<file path="config.mk">
export PLATFORM = sky130hd
export DESIGN_NAME = fifo_with_key_promotion
export DESIGN_NICKNAME = d
export VERILOG_FILES = /design/src/sv/fwkp_pkg.sv /design/src/sv/fwkp_front.sv /design/src/sv/fwkp_back.sv /design/src/sv/fifo_with_key_promotion.sv
export SDC_FILE = /design/constraint.sdc
export NUM_CORES = 1
export LEC_CHECK = 0
export BUFFER_PORTS_ARGS = -buffer_cell sky130_fd_sc_hd__buf_2
export CAP_MARGIN = 5
export CELL_PAD_IN_SITES_DETAIL_PLACEMENT = 1
export CELL_PAD_IN_SITES_GLOBAL_PLACEMENT = 1
export CORE_MARGIN = 2
export CORE_UTILIZATION = 49
export DETAILED_ROUTE_END_ITERATION = 10
export MAX_ROUTING_LAYER = met4
export PLACE_DENSITY_LB_ADDON = 0.1
export SLEW_MARGIN = 30
export SYNTH_ARGS = -nofsm -noshare
export SYNTH_HDL_FRONTEND = slang
export SYNTH_SLANG_ARGS = --single-unit
</file>
<file path="constraint.sdc">
create_clock -name clock -period 5.7 [get_ports clock]
set_clock_uncertainty 0.2 [all_clocks]
set_input_delay 0.57 -clock clock [delete_from_list [all_inputs] [get_ports clock]]
set_output_delay 0.57 -clock clock [all_outputs]
set_load 0.005 [all_outputs]
</file>
<file path="src/sv/fwkp_pkg.sv">
package fwkp_pkg;

   // Queue geometry
   localparam int DEPTH = 16;
   localparam int PTR_W = (DEPTH > 1) ? $clog2(DEPTH) : 1;
   localparam int CNT_W = $clog2(DEPTH + 1);

   // Field widths
   localparam int OP_W     = 2;
   localparam int KEY_W    = 16;
   localparam int CAT_W    = 8;
   localparam int STATUS_W = 2;
   localparam int COUNT_W  = 5;

   // Command queue between front and back
   localparam int QDEPTH = 2;
   localparam int QPTR_W = $clog2(QDEPTH);
   localparam int QCNT_W = $clog2(QDEPTH + 1);

   // Command op codes as they arrive on the bus
   localparam logic [OP_W-1:0] OP_PUSH    = 2'd0;
   localparam logic [OP_W-1:0] OP_POP     = 2'd1;
   localparam logic [OP_W-1:0] OP_PROMOTE = 2'd2;

   // Status codes
   localparam logic [STATUS_W-1:0] ST_OK    = 2'd0;
   localparam logic [STATUS_W-1:0] ST_EMPTY = 2'd1;
   localparam logic [STATUS_W-1:0] ST_FULL  = 2'd2;

   typedef enum logic [1:0] {
      CMD_PUSH,
      CMD_POP,
      CMD_PROMOTE,
      CMD_NOP
   } cmd_kind_type;

   typedef struct packed {
      cmd_kind_type     kind;
      logic [KEY_W-1:0] key;
      logic [CAT_W-1:0] cat;
   } cmd_type;

   typedef enum logic [2:0] {
      BK_IDLE,
      BK_POP,
      BK_SCAN,
      BK_RESTORE,
      BK_REPLY
   } back_state_type;

endpackage

</file>
<file path="src/sv/fwkp_front.sv">
module fwkp_front
   import fwkp_pkg::*;
(
   input  logic                clock,
   input  logic                reset,
   input  logic                req_tvalid,
   output logic                req_tready,
   input  logic [23:0]         req_tdata,
   input  logic [OP_W-1:0]     req_tuser,
   output logic                cmd_valid,
   output cmd_type             cmd,
   input  logic                cmd_take
);

   cmd_type             q_ff [QDEPTH];
   logic [QPTR_W-1:0]   wr_ptr_ff, wr_ptr_in;
   logic [QPTR_W-1:0]   rd_ptr_ff, rd_ptr_in;
   logic [QCNT_W-1:0]   level_ff, level_in;
   cmd_type             cmd_dec;
   logic                accept;

   // classify the incoming transaction
   always_comb begin
      cmd_dec.key = req_tdata[KEY_W-1:0];
      cmd_dec.cat = req_tdata[KEY_W+CAT_W-1:KEY_W];
      unique case (req_tuser)
         OP_PUSH:    cmd_dec.kind = CMD_PUSH;
         OP_POP:     cmd_dec.kind = CMD_POP;
         OP_PROMOTE: cmd_dec.kind = CMD_PROMOTE;
         default:    cmd_dec.kind = CMD_NOP;
      endcase
   end

   assign req_tready = (level_ff != QCNT_W'(QDEPTH));
   assign accept     = req_tvalid && req_tready;
   assign cmd_valid  = (level_ff != '0);
   assign cmd        = q_ff[rd_ptr_ff];

   always_comb begin
      wr_ptr_in = wr_ptr_ff;
      rd_ptr_in = rd_ptr_ff;
      level_in  = level_ff;
      if (accept) begin
         wr_ptr_in = (wr_ptr_ff == QPTR_W'(QDEPTH - 1)) ? '0 : wr_ptr_ff + 1'b1;
      end
      if (cmd_take) begin
         rd_ptr_in = (rd_ptr_ff == QPTR_W'(QDEPTH - 1)) ? '0 : rd_ptr_ff + 1'b1;
      end
      if (accept && !cmd_take) begin
         level_in = level_ff + 1'b1;
      end else if (!accept && cmd_take) begin
         level_in = level_ff - 1'b1;
      end
   end

   always_ff @(posedge clock) begin
      if (reset) begin
         wr_ptr_ff <= '0;
         rd_ptr_ff <= '0;
         level_ff  <= '0;
      end else begin
         wr_ptr_ff <= wr_ptr_in;
         rd_ptr_ff <= rd_ptr_in;
         level_ff  <= level_in;
      end
   end

   always_ff @(posedge clock) begin
      if (accept) begin
         q_ff[wr_ptr_ff] <= cmd_dec;
      end
   end

endmodule

</file>
<file path="src/sv/fwkp_back.sv">
module fwkp_back
   import fwkp_pkg::*;
(
   input  logic                clock,
   input  logic                reset,
   input  logic                cmd_valid,
   input  cmd_type             cmd,
   output logic                cmd_take,
   output logic                rsp_tvalid,
   input  logic                rsp_tready,
   output logic [31:0]         rsp_tdata,
   output logic [STATUS_W-1:0] rsp_tuser
);

   // circular add, offset at most DEPTH
   function automatic logic [PTR_W-1:0] wrap_add(input logic [PTR_W-1:0] ptr,
                                                 input logic [CNT_W-1:0] off);
      logic [CNT_W:0] s;
      s = (CNT_W+1)'(ptr) + (CNT_W+1)'(off);
      if (s >= (CNT_W+1)'(DEPTH)) begin
         s = s - (CNT_W+1)'(DEPTH);
      end
      return s[PTR_W-1:0];
   endfunction

   // entry store (circular) and promote scratch store
   logic [KEY_W-1:0] main_key_mem [DEPTH];
   logic [CAT_W-1:0] main_cat_mem [DEPTH];
   logic [KEY_W-1:0] tmp_key_mem  [DEPTH];
   logic [CAT_W-1:0] tmp_cat_mem  [DEPTH];

   back_state_type   state_ff, state_in;
   logic [PTR_W-1:0] head_ff, head_in;
   logic [CNT_W-1:0] count_ff, count_in;
   logic [CNT_W-1:0] scan_ff, scan_in;
   logic             pend_ff, pend_in;
   logic [CNT_W-1:0] m_ff, m_in;
   logic [CNT_W-1:0] k_ff, k_in;
   logic [CNT_W-1:0] rw_ff, rw_in;
   logic [KEY_W-1:0] pkey_ff, pkey_in;
   logic [KEY_W-1:0] main_rd_key_ff, tmp_rd_key_ff;
   logic [CAT_W-1:0] main_rd_cat_ff, tmp_rd_cat_ff;

   logic                rsp_valid_ff;
   logic [STATUS_W-1:0] rsp_status_ff;
   logic [KEY_W-1:0]    rsp_code_ff;
   logic [CAT_W-1:0]    rsp_cat_ff;
   logic [COUNT_W-1:0]  rsp_count_ff;

   logic                out_free;
   logic                emit;
   logic [STATUS_W-1:0] res_status;
   logic [KEY_W-1:0]    res_code;
   logic [CAT_W-1:0]    res_cat;
   logic [PTR_W-1:0]    tail;
   logic [PTR_W-1:0]    new_head;
   logic [PTR_W-1:0]    rd_addr, tmp_rd_addr;
   logic                main_we, tmp_we;
   logic [PTR_W-1:0]    main_wa, tmp_wa;
   logic [KEY_W-1:0]    main_wkey;
   logic [CAT_W-1:0]    main_wcat;
   logic                scan_done, restore_done;

   assign out_free     = !rsp_valid_ff || rsp_tready;
   assign tail         = wrap_add(head_ff, count_ff);
   assign new_head     = wrap_add(head_ff, CNT_W'(DEPTH) - m_ff);
   assign scan_done    = !pend_ff && (scan_ff == count_ff);
   assign restore_done = !pend_ff && (scan_ff == m_ff);

   // next state
   always_comb begin
      state_in = state_ff;
      unique case (state_ff)
         BK_IDLE: begin
            if (cmd_valid) begin
               if (cmd.kind == CMD_POP && count_ff != '0) begin
                  state_in = BK_POP;
               end else if (cmd.kind == CMD_PROMOTE && count_ff != '0) begin
                  state_in = BK_SCAN;
               end
            end
         end
         BK_POP: begin
            if (out_free) begin
               state_in = BK_IDLE;
            end
         end
         BK_SCAN: begin
            if (scan_done) begin
               state_in = BK_RESTORE;
            end
         end
         BK_RESTORE: begin
            if (restore_done) begin
               state_in = BK_REPLY;
            end
         end
         BK_REPLY: begin
            if (out_free) begin
               state_in = BK_IDLE;
            end
         end
         default: state_in = BK_IDLE;
      endcase
   end

   // datapath control
   always_comb begin
      cmd_take    = 1'b0;
      emit        = 1'b0;
      res_status  = ST_OK;
      res_code    = '0;
      res_cat     = '0;
      head_in     = head_ff;
      count_in    = count_ff;
      scan_in     = scan_ff;
      pend_in     = 1'b0;
      m_in        = m_ff;
      k_in        = k_ff;
      rw_in       = rw_ff;
      pkey_in     = pkey_ff;
      rd_addr     = head_ff;
      tmp_rd_addr = scan_ff[PTR_W-1:0];
      main_we     = 1'b0;
      main_wa     = tail;
      main_wkey   = cmd.key;
      main_wcat   = cmd.cat;
      tmp_we      = 1'b0;
      tmp_wa      = m_ff[PTR_W-1:0];
      unique case (state_ff)
         BK_IDLE: begin
            if (cmd_valid) begin
               case (cmd.kind)
                  CMD_PUSH: begin
                     if (out_free) begin
                        cmd_take = 1'b1;
                        emit     = 1'b1;
                        if (count_ff == CNT_W'(DEPTH)) begin
                           res_status = ST_FULL;
                        end else begin
                           main_we  = 1'b1;
                           count_in = count_ff + 1'b1;
                        end
                     end
                  end
                  CMD_POP: begin
                     if (count_ff != '0) begin
                        // head read issued now, data valid in BK_POP
                        cmd_take = 1'b1;
                     end else if (out_free) begin
                        cmd_take   = 1'b1;
                        emit       = 1'b1;
                        res_status = ST_EMPTY;
                     end
                  end
                  CMD_PROMOTE: begin
                     if (count_ff != '0) begin
                        cmd_take = 1'b1;
                        pkey_in  = cmd.key;
                        scan_in  = '0;
                        m_in     = '0;
                        k_in     = '0;
                     end else if (out_free) begin
                        cmd_take = 1'b1;
                        emit     = 1'b1;
                     end
                  end
                  default: begin
                     if (out_free) begin
                        cmd_take = 1'b1;
                        emit     = 1'b1;
                     end
                  end
               endcase
            end
         end
         BK_POP: begin
            if (out_free) begin
               emit     = 1'b1;
               res_code = main_rd_key_ff;
               res_cat  = main_rd_cat_ff;
               head_in  = wrap_add(head_ff, CNT_W'(1));
               count_in = count_ff - 1'b1;
            end
         end
         BK_SCAN: begin
            // read entry scan_ff, sort the one read last cycle
            rd_addr = wrap_add(head_ff, scan_ff);
            if (scan_ff != count_ff) begin
               scan_in = scan_ff + 1'b1;
               pend_in = 1'b1;
            end
            if (pend_ff) begin
               if (main_rd_key_ff == pkey_ff) begin
                  tmp_we = 1'b1;
                  m_in   = m_ff + 1'b1;
               end else begin
                  main_we   = 1'b1;
                  main_wa   = wrap_add(head_ff, k_ff);
                  main_wkey = main_rd_key_ff;
                  main_wcat = main_rd_cat_ff;
                  k_in      = k_ff + 1'b1;
               end
            end
            if (scan_done) begin
               scan_in = '0;
               rw_in   = '0;
            end
         end
         BK_RESTORE: begin
            // copy matches into the slots just ahead of the head
            if (scan_ff != m_ff) begin
               scan_in = scan_ff + 1'b1;
               pend_in = 1'b1;
            end
            if (pend_ff) begin
               main_we   = 1'b1;
               main_wa   = wrap_add(new_head, rw_ff);
               main_wkey = tmp_rd_key_ff;
               main_wcat = tmp_rd_cat_ff;
               rw_in     = rw_ff + 1'b1;
            end
            if (restore_done) begin
               head_in = new_head;
            end
         end
         BK_REPLY: begin
            if (out_free) begin
               emit = 1'b1;
            end
         end
         default: ;
      endcase
   end

   always_ff @(posedge clock) begin
      if (reset) begin
         state_ff     <= BK_IDLE;
         head_ff      <= '0;
         count_ff     <= '0;
         pend_ff      <= 1'b0;
         rsp_valid_ff <= 1'b0;
      end else begin
         state_ff <= state_in;
         head_ff  <= head_in;
         count_ff <= count_in;
         pend_ff  <= pend_in;
         if (emit) begin
            rsp_valid_ff <= 1'b1;
         end else if (rsp_tready) begin
            rsp_valid_ff <= 1'b0;
         end
      end
   end

   always_ff @(posedge clock) begin
      scan_ff <= scan_in;
      m_ff    <= m_in;
      k_ff    <= k_in;
      rw_ff   <= rw_in;
      pkey_ff <= pkey_in;
      if (emit) begin
         rsp_status_ff <= res_status;
         rsp_code_ff   <= res_code;
         rsp_cat_ff    <= res_cat;
         rsp_count_ff  <= COUNT_W'(count_in);
      end
   end

   // memories: one write port, registered read
   always_ff @(posedge clock) begin
      if (main_we) begin
         main_key_mem[main_wa] <= main_wkey;
         main_cat_mem[main_wa] <= main_wcat;
      end
      main_rd_key_ff <= main_key_mem[rd_addr];
      main_rd_cat_ff <= main_cat_mem[rd_addr];
   end

   always_ff @(posedge clock) begin
      if (tmp_we) begin
         tmp_key_mem[tmp_wa] <= main_rd_key_ff;
         tmp_cat_mem[tmp_wa] <= main_rd_cat_ff;
      end
      tmp_rd_key_ff <= tmp_key_mem[tmp_rd_addr];
      tmp_rd_cat_ff <= tmp_cat_mem[tmp_rd_addr];
   end

   assign rsp_tvalid = rsp_valid_ff;
   assign rsp_tuser  = rsp_status_ff;
   assign rsp_tdata  = {{(32 - KEY_W - CAT_W - COUNT_W){1'b0}},
                        rsp_count_ff, rsp_cat_ff, rsp_code_ff};

   a_count_bound: assert property (@(posedge clock) disable iff (reset)
      count_ff <= CNT_W'(DEPTH))
      else $error("entry count above capacity");

   a_scan_split: assert property (@(posedge clock) disable iff (reset)
      state_ff == BK_SCAN |-> (m_ff + k_ff + CNT_W'(pend_ff)) == scan_ff)
      else $error("promote scan lost or duplicated an entry");

   a_take_idle: assert property (@(posedge clock) disable iff (reset)
      cmd_take |-> state_ff == BK_IDLE)
      else $error("command taken while busy");

   a_emit_valid: assert property (@(posedge clock) disable iff (reset)
      emit |=> rsp_valid_ff)
      else $error("result not presented");

   a_no_emit_busy: assert property (@(posedge clock) disable iff (reset)
      rsp_valid_ff && !rsp_tready |-> !emit)
      else $error("result overwritten while stalled");

endmodule

</file>
<file path="src/sv/fifo_with_key_promotion.sv">
// Channel | Direction | Payload
// req_*   | in        | tuser[1:0] op; tdata[15:0] key_code, [23:16] category
// rsp_*   | out       | tuser[1:0] status; tdata[15:0] out_code, [23:16] out_category,
//         |           |   [28:24] count
//
// Push, failed pop, no-op and promote on an empty queue finish in the back
// end's idle state; pop adds a registered entry store read (BK_POP). Promote
// of n stored entries with m matches makes one entry store pass (BK_SCAN)
// and one scratch copy pass (BK_RESTORE), then replies (BK_REPLY).
// The front registers each command and queues two commands.
// Reset clears the count, pointers and handshake state; stored entries stay.
// A stalled rsp side holds the result register; the back end waits, the
// command queue fills, then req_tready drops.
module fifo_with_key_promotion
   import fwkp_pkg::*;
(
   input  logic                clock,
   input  logic                reset,
   input  logic                req_tvalid,
   output logic                req_tready,
   input  logic [23:0]         req_tdata,   // key_code[15:0], category[23:16]
   input  logic [OP_W-1:0]     req_tuser,   // op[1:0]
   output logic                rsp_tvalid,
   input  logic                rsp_tready,
   output logic [31:0]         rsp_tdata,   // out_code[15:0], out_category[23:16],
                                            // count[28:24], zero pad
   output logic [STATUS_W-1:0] rsp_tuser    // status[1:0]
);

   // front -> back command transaction
   logic    cmd_valid;
   logic    cmd_take;
   cmd_type cmd;

   fwkp_front u_front (
      .clock      (clock),
      .reset      (reset),
      .req_tvalid (req_tvalid),
      .req_tready (req_tready),
      .req_tdata  (req_tdata),
      .req_tuser  (req_tuser),
      .cmd_valid  (cmd_valid),
      .cmd        (cmd),
      .cmd_take   (cmd_take)
   );

   // back end owns the entry store and the result register
   fwkp_back u_back (
      .clock      (clock),
      .reset      (reset),
      .cmd_valid  (cmd_valid),
      .cmd        (cmd),
      .cmd_take   (cmd_take),
      .rsp_tvalid (rsp_tvalid),
      .rsp_tready (rsp_tready),
      .rsp_tdata  (rsp_tdata),
      .rsp_tuser  (rsp_tuser)
   );

endmodule
</file>
---- Word level (Yosys, flattened, before mapping) ----
Memories as Yosys holds them, arrays and structs flattened. A register that Yosys moved wholly into a read port is not among the register bits.
Cells that the tools add are included.
cells by class
  add/sub/neg operators ................... 23
  $mul .................................... 0
  divide/modulo/power cells ............... 0
  order comparisons ....................... 6
  eq/ne operators ......................... 29
  shift-type cells ........................ 0
  mux-type cells .......................... 94
  bitwise logic cells ..................... 0
  reductions and logical operators ........ 34
operators with widths
  operator                                                count
  2-to-1 mux 5 bit                                        17
  2-to-1 mux 16 bit                                       3
  2-to-1 mux 4 bit                                        12
  case mux 5 bit (2 select lines)                         4
  2-to-1 mux 1 bit                                        33
  case mux 16 bit (2 select lines)                        1
  adder 4 x 5 -> 6 bit                                    5
  >= comparator 6 x 5 -> 1 bit (second input constant)    5
  adder 5 x 1 -> 5 bit (second input constant)            5
  2-to-1 mux 8 bit                                        3
  subtractor 4 x 1 -> 4 bit (second input constant)       6
  inequality test 2 x 1 -> 1 bit (second input constant)  10
  2-to-1 mux 3 bit                                        6
  AND reduction 6 bit                                     3
  equality test 16 bit                                    1
  case mux 4 bit (2 select lines)                         2
  case mux 8 bit (2 select lines)                         1
  case mux 5 bit (3 select lines)                         1
  case mux 3 bit (4 select lines)                         1
  nonzero test 2 bit                                      6
  equality test 5 bit                                     2
  2-to-1 mux 2 bit                                        5
  inequality test 5 bit                                   2
  logical AND 1 bit                                       7
  30 further kinds                                        45
word-level totals
  flip-flop bits (word level) ............. 85
  bits in latches ......................... 0
  RAM bits ................................ 820
  memory bits (read-only) ................. 0
  input port bits ......................... 30
  output and inout port bits .............. 36
  memories kept ........................... 5
memories
  name                 words  bits a word  read ports  clocked after memory_dff  wr ports  line              RTL
  u_back.main_key_mem  16     16           1           1                         1         fwkp_back.sv:27   logic [KEY_W-1:0] main_key_mem [DEPTH];
  u_back.tmp_key_mem   16     16           1           1                         1         fwkp_back.sv:29   logic [KEY_W-1:0] tmp_key_mem [DEPTH];
  u_back.main_cat_mem  16     8            1           1                         1         fwkp_back.sv:28   logic [CAT_W-1:0] main_cat_mem [DEPTH];
  u_back.tmp_cat_mem   16     8            1           1                         1         fwkp_back.sv:30   logic [CAT_W-1:0] tmp_cat_mem [DEPTH];
  u_front.q_ff         2      26           1           1                         1         fwkp_front.sv:15  cmd_type q_ff [QDEPTH];

---- Longest topological paths before layout ----
Gate-level depths: netlist (run 1).
  depth after elaboration ................. 10
  depth in mapped cells ................... 12

---- Cells and area by module ----
Synthesis (run 1) repeated with hierarchy kept, for this count alone.
second synthesis, totals
  cells, all modules ...................... 2353
  area total of the unflattened synthesis .. 37922.6 um^2
modules (own cells, without submodules)
  module      times used  cells an instance  area an instance (um^2)  sequential area each (um^2)
  fwkp_back   1           2246               35811.8                  26255.2
  fwkp_front  1           107                2110.8                   1661.6

---- Worst setup path before layout (run 1) ----
OpenSTA, ideal clock, no wires.
  path type ............................... register to register
  start ................................... reg u_back.m_ff[0]
  end ..................................... mem u_back.main_cat_mem[0][0] (enable)
  setup time .............................. 0.466 ns
  arrival ................................. 5.151 ns
  setup slack ............................. -0.117 ns
  stages on the path, launching flop included .. 13
  path buffers ............................ 0
  period minus slack after synthesis ...... 5.817 ns
  cells stage by stage .................... edfxtp_1 inv_1 ha_1 inv_1 fa_1 inv_1 ha_1 a21o_1 a21oi_1 xor2_1 xnor2_1 a221o_1 nor4_1
between the ends
  word-level cells in the longest chain between the ends .. 9
RTL lines
  element                                                                           line                              RTL
  from (decl)                                                                       fwkp_back.sv:37                   logic [CNT_W-1:0] m_ff, m_in;
  from (signal assigned)                                                            fwkp_back.sv:258                  m_ff <= m_in;
  subtractor 5 bit (*)                                                              fwkp_back.sv:66                   assign new_head = wrap_add(head_ff, CNT_W'(DEPTH) - m_ff);
  adder 4 x 5 -> 6 bit (*)                                                          fwkp_back.sv:19                   s = (CNT_W+1)'(ptr) + (CNT_W+1)'(off);
  >= comparator 6 x 5 -> 1 bit / subtractor 4 x 1 -> 4 bit (equally long branches)  fwkp_back.sv:20, fwkp_back.sv:21
  2-to-1 mux 4 bit (*)                                                              fwkp_back.sv:20                   if (s >= (CNT_W+1)'(DEPTH)) begin
  adder 4 x 5 -> 6 bit (*)                                                          fwkp_back.sv:19
  >= comparator 6 x 5 -> 1 bit / subtractor 4 x 1 -> 4 bit (equally long branches)  fwkp_back.sv:20, fwkp_back.sv:21
  2-to-1 mux 4 bit (*)                                                              fwkp_back.sv:20
  2-to-1 mux 4 bit (*)                                                              fwkp_back.sv:216                  if (pend_ff) begin
  case mux 4 bit (2 select lines) (*)                                               fwkp_back.sv:130                  unique case (state_ff)
  to (decl)                                                                         fwkp_back.sv:28
Mark *: on every way between the ends. The rest lies on a longest branch, timed or not.

---- Worst setup path after layout (run 1) ----
  start ................................... reg u_back.m_ff[0]
  end ..................................... mem u_back.main_key_mem[7][12] (enable)
between the ends
  word-level cells in the longest chain between the ends .. 9
RTL lines
  element                                                                           line
  subtractor 5 bit (*)                                                              fwkp_back.sv:66
  adder 4 x 5 -> 6 bit (*)                                                          fwkp_back.sv:19
  >= comparator 6 x 5 -> 1 bit / subtractor 4 x 1 -> 4 bit (equally long branches)  fwkp_back.sv:20, fwkp_back.sv:21
  2-to-1 mux 4 bit (*)                                                              fwkp_back.sv:20
  adder 4 x 5 -> 6 bit (*)                                                          fwkp_back.sv:19
  >= comparator 6 x 5 -> 1 bit / subtractor 4 x 1 -> 4 bit (equally long branches)  fwkp_back.sv:20, fwkp_back.sv:21
  2-to-1 mux 4 bit (*)                                                              fwkp_back.sv:20
  2-to-1 mux 4 bit (*)                                                              fwkp_back.sv:216
  case mux 4 bit (2 select lines) (*)                                               fwkp_back.sv:130
  to (decl)                                                                         fwkp_back.sv:27
Marked as above.

==> results of run 1 <==
report_power, final:
group / switching [mW] / internal [mW] / leakage (nW)
clock: 2.68 / 3.86 / 1.62
combinational: 2.64 / 1.54 / 4.24
sequential: 0.765 / 9.06 / 8.57
total: 6.08 / 14.5 / 14.4
critical path: stages, from the launching register on:
cell	delay, ps
edfxtp_1	520
inv_1	120
ha_1	310
inv_1	70
fa_1	570
inv_1	70
ha_1	270
a21o_1	180
a21oi_1	170
xor2_1	190
xnor2_1	110
a221o_1	500
nor4_2	330
buf_4	380
logic make-up (layout without fill, tap and decap cells):
kind of cell,Yosys count,count (layout),synth area share [%]
AOI/OAI and AO/OA,314,314,5.59
xor gates and xnor gates,59,59,1.37
adders and majority gates,34,34,1.22
buffers and inverters,153,384,1.71
DFF,952,952,73.8
muxes,190,190,9.87
other,1,4,0.00992
and+or+nand+nor,505,505,6.40
sequential cells by signal, summed over array words and instances (netlist names), 16 cells and up, named ones only:
register and cells:
u_front.q_ff 52, u_back.main_key_mem 256, u_back.tmp_rd_key_ff 16, u_back.main_rd_key_ff 16, u_back.rsp_code_ff 16, u_back.tmp_cat_mem 128
u_back.pkey_ff 16, u_back.tmp_key_mem 256, u_back.main_cat_mem 128
cells in the mapped netlist (all sizes together), types with 3 or more instances:
cell / number
mux2: 23
mux4: 144
or3: 3
edfxtp: 885
nand3: 12
nand2b: 7
nand4: 7
clkbuf: 75
xnor2: 31
a21oi: 29
a22oi: 19
or2: 5
o21ai: 38
inv: 21
nor4: 17
o22ai: 3
a31oi: 100
a21o: 7
nand2: 233
nor2: 66
dfxtp: 67
nor2b: 7
a211oi: 99
mux2i: 23
buf: 57
nor3: 14
fa: 5
and2: 122
xor2: 28
o211ai: 7
ha: 29
placed cells by master, fill, tap and decap left out, types with 21 or more instances in the layout:
master and instances:
mux2i_1 22, a31oi_1 100, dfxtp_1 66, mux2_2 22, and2_1 120, buf_4 80, xor2_1 28, xnor2_1 30
mux4_2 144, clkbuf_16 100, dlygate4sd3_1 23, edfxtp_1 885, o21ai_0 36, nand2_1 233, a21oi_1 28, ha_1 29
a211oi_1 98, nor2_1 49, clkinv_1 23, buf_2 63, inv_1 21
worst max-delay path by stage:
stage	start	to	slack, ps	cells past startpoint
global placement	u_back.m_ff[0]$_SDFFCE_PN0P_	u_back.main_cat_mem[6][5]$_DFFE_PP_	1350	13
global route	u_back.m_ff[0]$_SDFFCE_PN0P_	u_back.main_key_mem[5][13]$_DFFE_PP_	1020	13
detailed placement	u_back.m_ff[0]$_SDFFCE_PN0P_	u_back.main_cat_mem[9][0]$_DFFE_PP_	1320	13
CTS	u_back.m_ff[0]$_SDFFCE_PN0P_	u_back.main_cat_mem[9][0]$_DFFE_PP_	1280	13
finish	u_back.m_ff[0]$_SDFFCE_PN0P_	u_back.main_key_mem[7][12]$_DFFE_PP_	1330	13
floorplan	u_back.m_ff[0]$_SDFFCE_PN0P_	u_back.main_cat_mem[0][0]$_DFFE_PP_	-120	12
stage by stage:
step / cell area (µm²) / worst slack, ps
2_1_floorplan: 37800 / -117
3_3_place_gp: 39900 / 1350
3_5_place_dp: 40000 / 1320
4_1_cts: 43500 / 1280
5_1_grt: 43600 / 1020
6_report: 43600 / 1330
layer usage:
layer	vias to the layer above	routed length, µm	track usage (%)
met1	10900	44100	36.6
li1	8957	-	-
met4	0	2110	6.00
met2	571	45100	38.7
met5	-	0	-
met3	142	5520	4.62
timing repair:
action,in CTS,in global routing
hold buffers,23,0
setup endpoints to repair,0,0
hold endpoints to repair,45,0
layout make-up:
| type | count | area (µm²) | area share [%] |
|---|---|---|---|
| multi-input cells | 1105 | 9550 | 21.9 |
| well taps | 1030 | 1290 | 2.96 |
| diodes | 1 | 2.50 | 0.00574 |
| clock buffers | 118 | 2610 | 5.99 |
| inverters | 21 | 78.8 | 0.181 |
| clock inverters | 66 | 687 | 1.58 |
| repair buffers | 179 | 1440 | 3.29 |
| flip-flops and latches | 952 | 27900 | 64.1 |
==> run summary, run 1 <==
pwr/cell area: 471 nW/µm²
worst-path maximum fanout: 24
crit share post-route: 76.7%
post-synth top area share: 70.3%
core area: 76200 µm²
crit path kind: flip-flop to flip-flop
Final setup viols: 0
Lkg Pwr: 14.4 nW
grt total ovfl: 0
Total Nets Final: 2422
CTS buffer count: 99
CP Capture Type: flip-flop
first-pass GRT wire length: 143000 µm
reg2reg start: u_back.m_ff[0]$_SDFFCE_PN0P_
cells on worst reg2reg path: 13
number of synthesized flops with an enable pin: 885
Clock Latency Late Sink: 660 ps
fmax: 0.229 GHz
final core utilization: 57.2%
hold_ws: 24.0 ps
initial antenna violation count: 3
DP HPWL: 61400 µm
# rows: 101
cell taking the most area after synthesis: edfxtp_1
min Tclk post-route: 4370 ps
ys async rst share: 0%
initial drt markers: 1689
CP required: 5800 ps
vias in the first global route: 21.4k
gr usage total: 25.6%
Pre-antenna DRT Iters: 5
VDD IR max: 0.284 mV
Die Width: 282 µm
dominant synthesized flop cell: edfxtp_1
clk buf depth: 3
Synth Warn #: 0
Hold Path Cell Cnt: 1
status: completed
largest net degree at the start of global routing: 99
Layout area overhead: 15.2%
Mapped Cells: 2208
Slew Limit Fails: 0
Port Buffers: 62
Slew HR: 34.8%
Hold Path Class: primary input to flip-flop
R2R setup slack: 1330 ps
die area: 79400 µm²
overall power: 20.5 mW
Routed WL per cell: 27.9 µm
# clock sinks: 952
fillcell total: 6868
Final Hold Viols: 0
WL final: 96800 µm
hold path startpoint: req_tdata[23]
CTS tree: yes
via count: 20.5k
# Post-CTS Setup Buffers: 0
hold worst-path end: u_front.q_ff[1][7]$_DFFE_PP_
Max Cap Viol: 0
register area share after synthesis: 73.8%
Mean Syn Cell Area: 17.1 µm²
RSZ-0062 raised after global routing: false
I/O pins: 66
setup_tns: 0 ps
Reg clk slew, reported paths: 60 ps
pin slew with the least headroom to its limit: 976 ps
fin cells: 3472
WP data arrival: 4470 ps
flops & latches, synth: 952
routed vias/inst: 5.92
H-tree depth: 3
chip height: 282 µm
nature of the critical path startpoint: flip-flop
placed cells: 3261
antenna-violating nets left: 0
Root Buffer: clkbuf_16
post_cts resized: 0
area of the mapped netlist: 37800 µm²
Unique masters post-synth: 57
DRC violations left: 0
gpl congestion: 0.822
FF-to-FF End: u_back.main_key_mem[7][12]$_DFFE_PP_
layout cell share with drive strength beyond 1: 21.5%
Initial Util: 49.6%
top area cells in the synthesized netlist: edfxtp_1, mux4_2, dfxtp_1, nand2_1, and2_1
(Power assumes the default switching activity.)
==> run 2: changes to the inputs <==
--- a/config.mk
+++ b/config.mk
@@ -5,12 +5,13 @@
 export SDC_FILE = /design/constraint.sdc
 export NUM_CORES = 1
 export LEC_CHECK = 0
+export ABC_AREA = 1
 export BUFFER_PORTS_ARGS = -buffer_cell sky130_fd_sc_hd__buf_2
 export CAP_MARGIN = 5
 export CELL_PAD_IN_SITES_DETAIL_PLACEMENT = 1
 export CELL_PAD_IN_SITES_GLOBAL_PLACEMENT = 1
 export CORE_MARGIN = 2
-export CORE_UTILIZATION = 49
+export CORE_UTILIZATION = 52
 export DETAILED_ROUTE_END_ITERATION = 10
 export MAX_ROUTING_LAYER = met4
 export PLACE_DENSITY_LB_ADDON = 0.1
==> constraint.sdc (replaced) <==
create_clock -name clock -period 4.3 [get_ports clock]
set_clock_uncertainty 0.2 [all_clocks]
set_input_delay 0.43 -clock clock [delete_from_list [all_inputs] [get_ports clock]]
set_output_delay 0.43 -clock clock [all_outputs]
set_load 0.005 [all_outputs]
==> run summary, run 2 <==
CP peak stage delay: 980 ps (+410 ps)
pin slew with the least headroom to its limit: 1050 ps (+70.4 ps)
initial antenna violation count: 4 (+1)
post-synth top area share: 69.0% (-1.3 points)
Synth Warn #: 0 (unchanged)
flops & latches, synth: 952 (unchanged)
Final Hold Viols: 0 (unchanged)
gr usage total: 31.2% (+5.6 points)
cell taking the most area after synthesis: edfxtp_1
chip height: 276 µm (-2.0%)
grt total ovfl: 0 (unchanged)
Hold Path Class: primary input to flip-flop
CP Capture Type: flip-flop
biggest regs: u_back.main_key_mem: 256 flops, u_back.tmp_key_mem: 256 flops
DP HPWL: 70200 µm (+14%)
dominant synthesized flop cell: edfxtp_1
overall power: 32.6 mW (+59%)
gpl congestion: 0.885 (+7.7%)
Lkg Pwr: 15.5 nW (+7.5%)
vias in the first global route: 27.6k (+29%)
Clock Latency Late Sink: 670 ps (about the same)
most frequent cells in the layout: edfxtp_1, o21ai_0, nor2_1
CTS tree: yes
Routed WL per cell: 27.6 µm (-0.92%)
Slew HR: 30.1% (-4.7 points)
nature of the critical path startpoint: flip-flop
H-tree depth: 3 (unchanged)
critical path's slowest cell: dfxtp_1
Max Cap Viol: 0 (unchanged)
critical-path cell list: inv_1, nand2_1, nand2_1, nor2_1, nand2_1, nor2_1, nand2_2, inv_1, nand2_1, inv_1, nand2_1, nor2_4, buf_4
routed vias/inst: 6.15 (+3.9%)
WL final: 116000 µm (+19%)
hold buffer count at CTS: 28 (+22%)
Root Buffer: clkbuf_16
worst-path maximum fanout: 20 (-17%)
Mapped Cells: 3016 (+37%)
area of the mapped netlist: 38500 µm² (+1.8%)
P_sw: 12.1 mW (+99%)
clock share of power: 26.7% (-5.1 points)
# rows: 99 (-2.0%)
switching part of the total power: 37.2% (+7.6 points)
min Tclk post-route: 3960 ps (-414 ps)
status: completed
layout cell share with drive strength beyond 1: 12.2% (-9.3 points)
Layout area overhead: 14.9%
Slew Limit Fails: 0 (unchanged)
clk buf depth: 3 (unchanged)
commonest non-fill, non-tap cell in the layout: edfxtp_1
post_cts resized: 0 (unchanged)
# clock sinks: 952 (unchanged)
RSZ-0062 raised after global routing: false
Final setup viols: 0 (unchanged)
crit share post-route: 92.0% (+15 points)
ys async rst share: 0% (unchanged)
Pre-antenna DRT Iters: 5 (unchanged)
CP required: 4460 ps (-1340 ps)
largest net degree at the start of global routing: 151 (+53%)
register area share after synthesis: 72.5% (-1.3 points)
# Post-CTS Setup Buffers: 0 (unchanged)
Reg clk slew, reported paths: 60 ps (about the same)
crit path kind: flip-flop to flip-flop
DRC violations left: 0 (unchanged)
Comb pwr share: 32.7% (+12 points)
Mean Syn Cell Area: 12.8 µm² (-25%)
Seq pwr share: 40.6% (-7.2 points)
core area: 73100 µm² (-4.1%)
Unique masters post-synth: 45 (-21%)
I/O pins: 66 (unchanged)
fmax: 0.253 GHz (+10%)
first-pass GRT wire length: 174000 µm (+21%)
number of synthesized flops with an enable pin: 885 (unchanged)
VDD IR max: 0.933 mV (+230%)
CTS buffer count: 97 (-2.0%)
pwr/cell area: 736 nW/µm² (+56%)
synth cell count leaders: edfxtp_1, o21ai_0, nor2_1, nand2_1, o21bai_1
P_int: 20.4 mW (+41%)
top area cells in the synthesized netlist: edfxtp_1, o21ai_0, o21bai_1, nor2_1, dfxtp_1
Die Width: 276 µm (-2.0%)
Port Buffers: 62 (unchanged)
count leader, synth: edfxtp_1
die area: 76300 µm² (-4.0%)
initial drt markers: 2567 (+52%)
Initial Util: 52.7% (+3.1 points)
CP most frequent cell: nand2_1
setup_tns: 0 ps (unchanged)
antenna-violating nets left: 0 (unchanged)
Total Nets Final: 3199 (+32%)
via count: 25.7k (+25%)
WP data arrival: 4110 ps (-360 ps)
run 2: changes by cell type after synthesis, sizes merged, moves of 122 or more:
cell    before  now
nor2        66  376
nand3       12  177
o21ai       38  487
mux4       144    0
and2       122    0
o21bai       2  195
run 2: area by class of cell:
type                       count  area (µm²)
fill                        7122       28800
sequential                   952       27900
multi-input combinational   1750        9580
clock buffer                 139        2780
timing repair buffer         201        1780
tap                          959        1200
inverter                     133         504
clock inverter                43         495
antenna                        5        12.5
run 2: worst paths after layout:
path | start | slack, ps | cells after the start | to
min reg2reg | u_front.rd_ptr_ff$_SDFFE_PP0P_ | 260 | 1 | u_front.rd_ptr_ff$_SDFFE_PP0P_
min | req_tvalid | 30 | 5 | u_front.wr_ptr_ff$_SDFFE_PP0P_
max | u_back.main_rd_key_ff[6]$_DFF_P_ | 340 | 13 | u_back.tmp_key_mem[2][12]$_DFFE_PP_
max reg2reg | u_back.main_rd_key_ff[6]$_DFF_P_ | 340 | 13 | u_back.tmp_key_mem[2][12]$_DFFE_PP_
run 2: worst max-delay path: cells and delay by family, from the launching register on:
kind                   cells  cell delay [ps]
AND/OR/NAND/NOR            9             1660
flip-flops                 1              980
buffers and inverters      4              790
run 2: cell families after synthesis:
family | share of synthesized area, %
DFF | 72.5
buffers and inverters | 3.41
other | 0.00974
xor gates and xnor gates | 0.679
AOI/OAI and AO/OA | 13.6
and+or+nand+nor | 8.43
muxes | 0.208
adders and majority gates | 1.20
run 2: per-stage QoR:
| step | setup WS [ps] | utilization [%] | instances | cell area (µm²) | hold slack (ps) |
|---|---|---|---|---|---|
| after global routing | 44.6 | 60.6 | 4180 | 44300 | 113 |
| final | 344 | 60.6 | 4182 | 44300 | 26.6 |
| after CTS | 404 | 60.6 | 4177 | 44300 | 27.9 |
| after global placement | 418 | 55.7 | 3966 | 40700 | 243 |
| after detailed placement | 370 | 55.7 | 3967 | 40700 | 264 |
| after floorplan | 37.3 | - | 3018 | 38500 | 232 |
run 2: layer usage:
layer | share of wire [%] | global-route usage [%]
met4 | 3.8 | 12.5
met2 | 51 | 52.3
met1 | 40 | 38.7
met5 | 0 | -
met3 | 5.6 | 4.28
run 2: power groups by stage:
stage / Clock (mW) / Sequential (mW) / Combinational, mW
floorplan: 0 / 13.0 / 6.06
global placement: 0 / 13.3 / 10.1
detailed placement: 0 / 13.3 / 10.5
CTS: 8.76 / 13.2 / 10.7
global route: 9.13 / 13.3 / 11.6
finish: 8.70 / 13.2 / 10.7
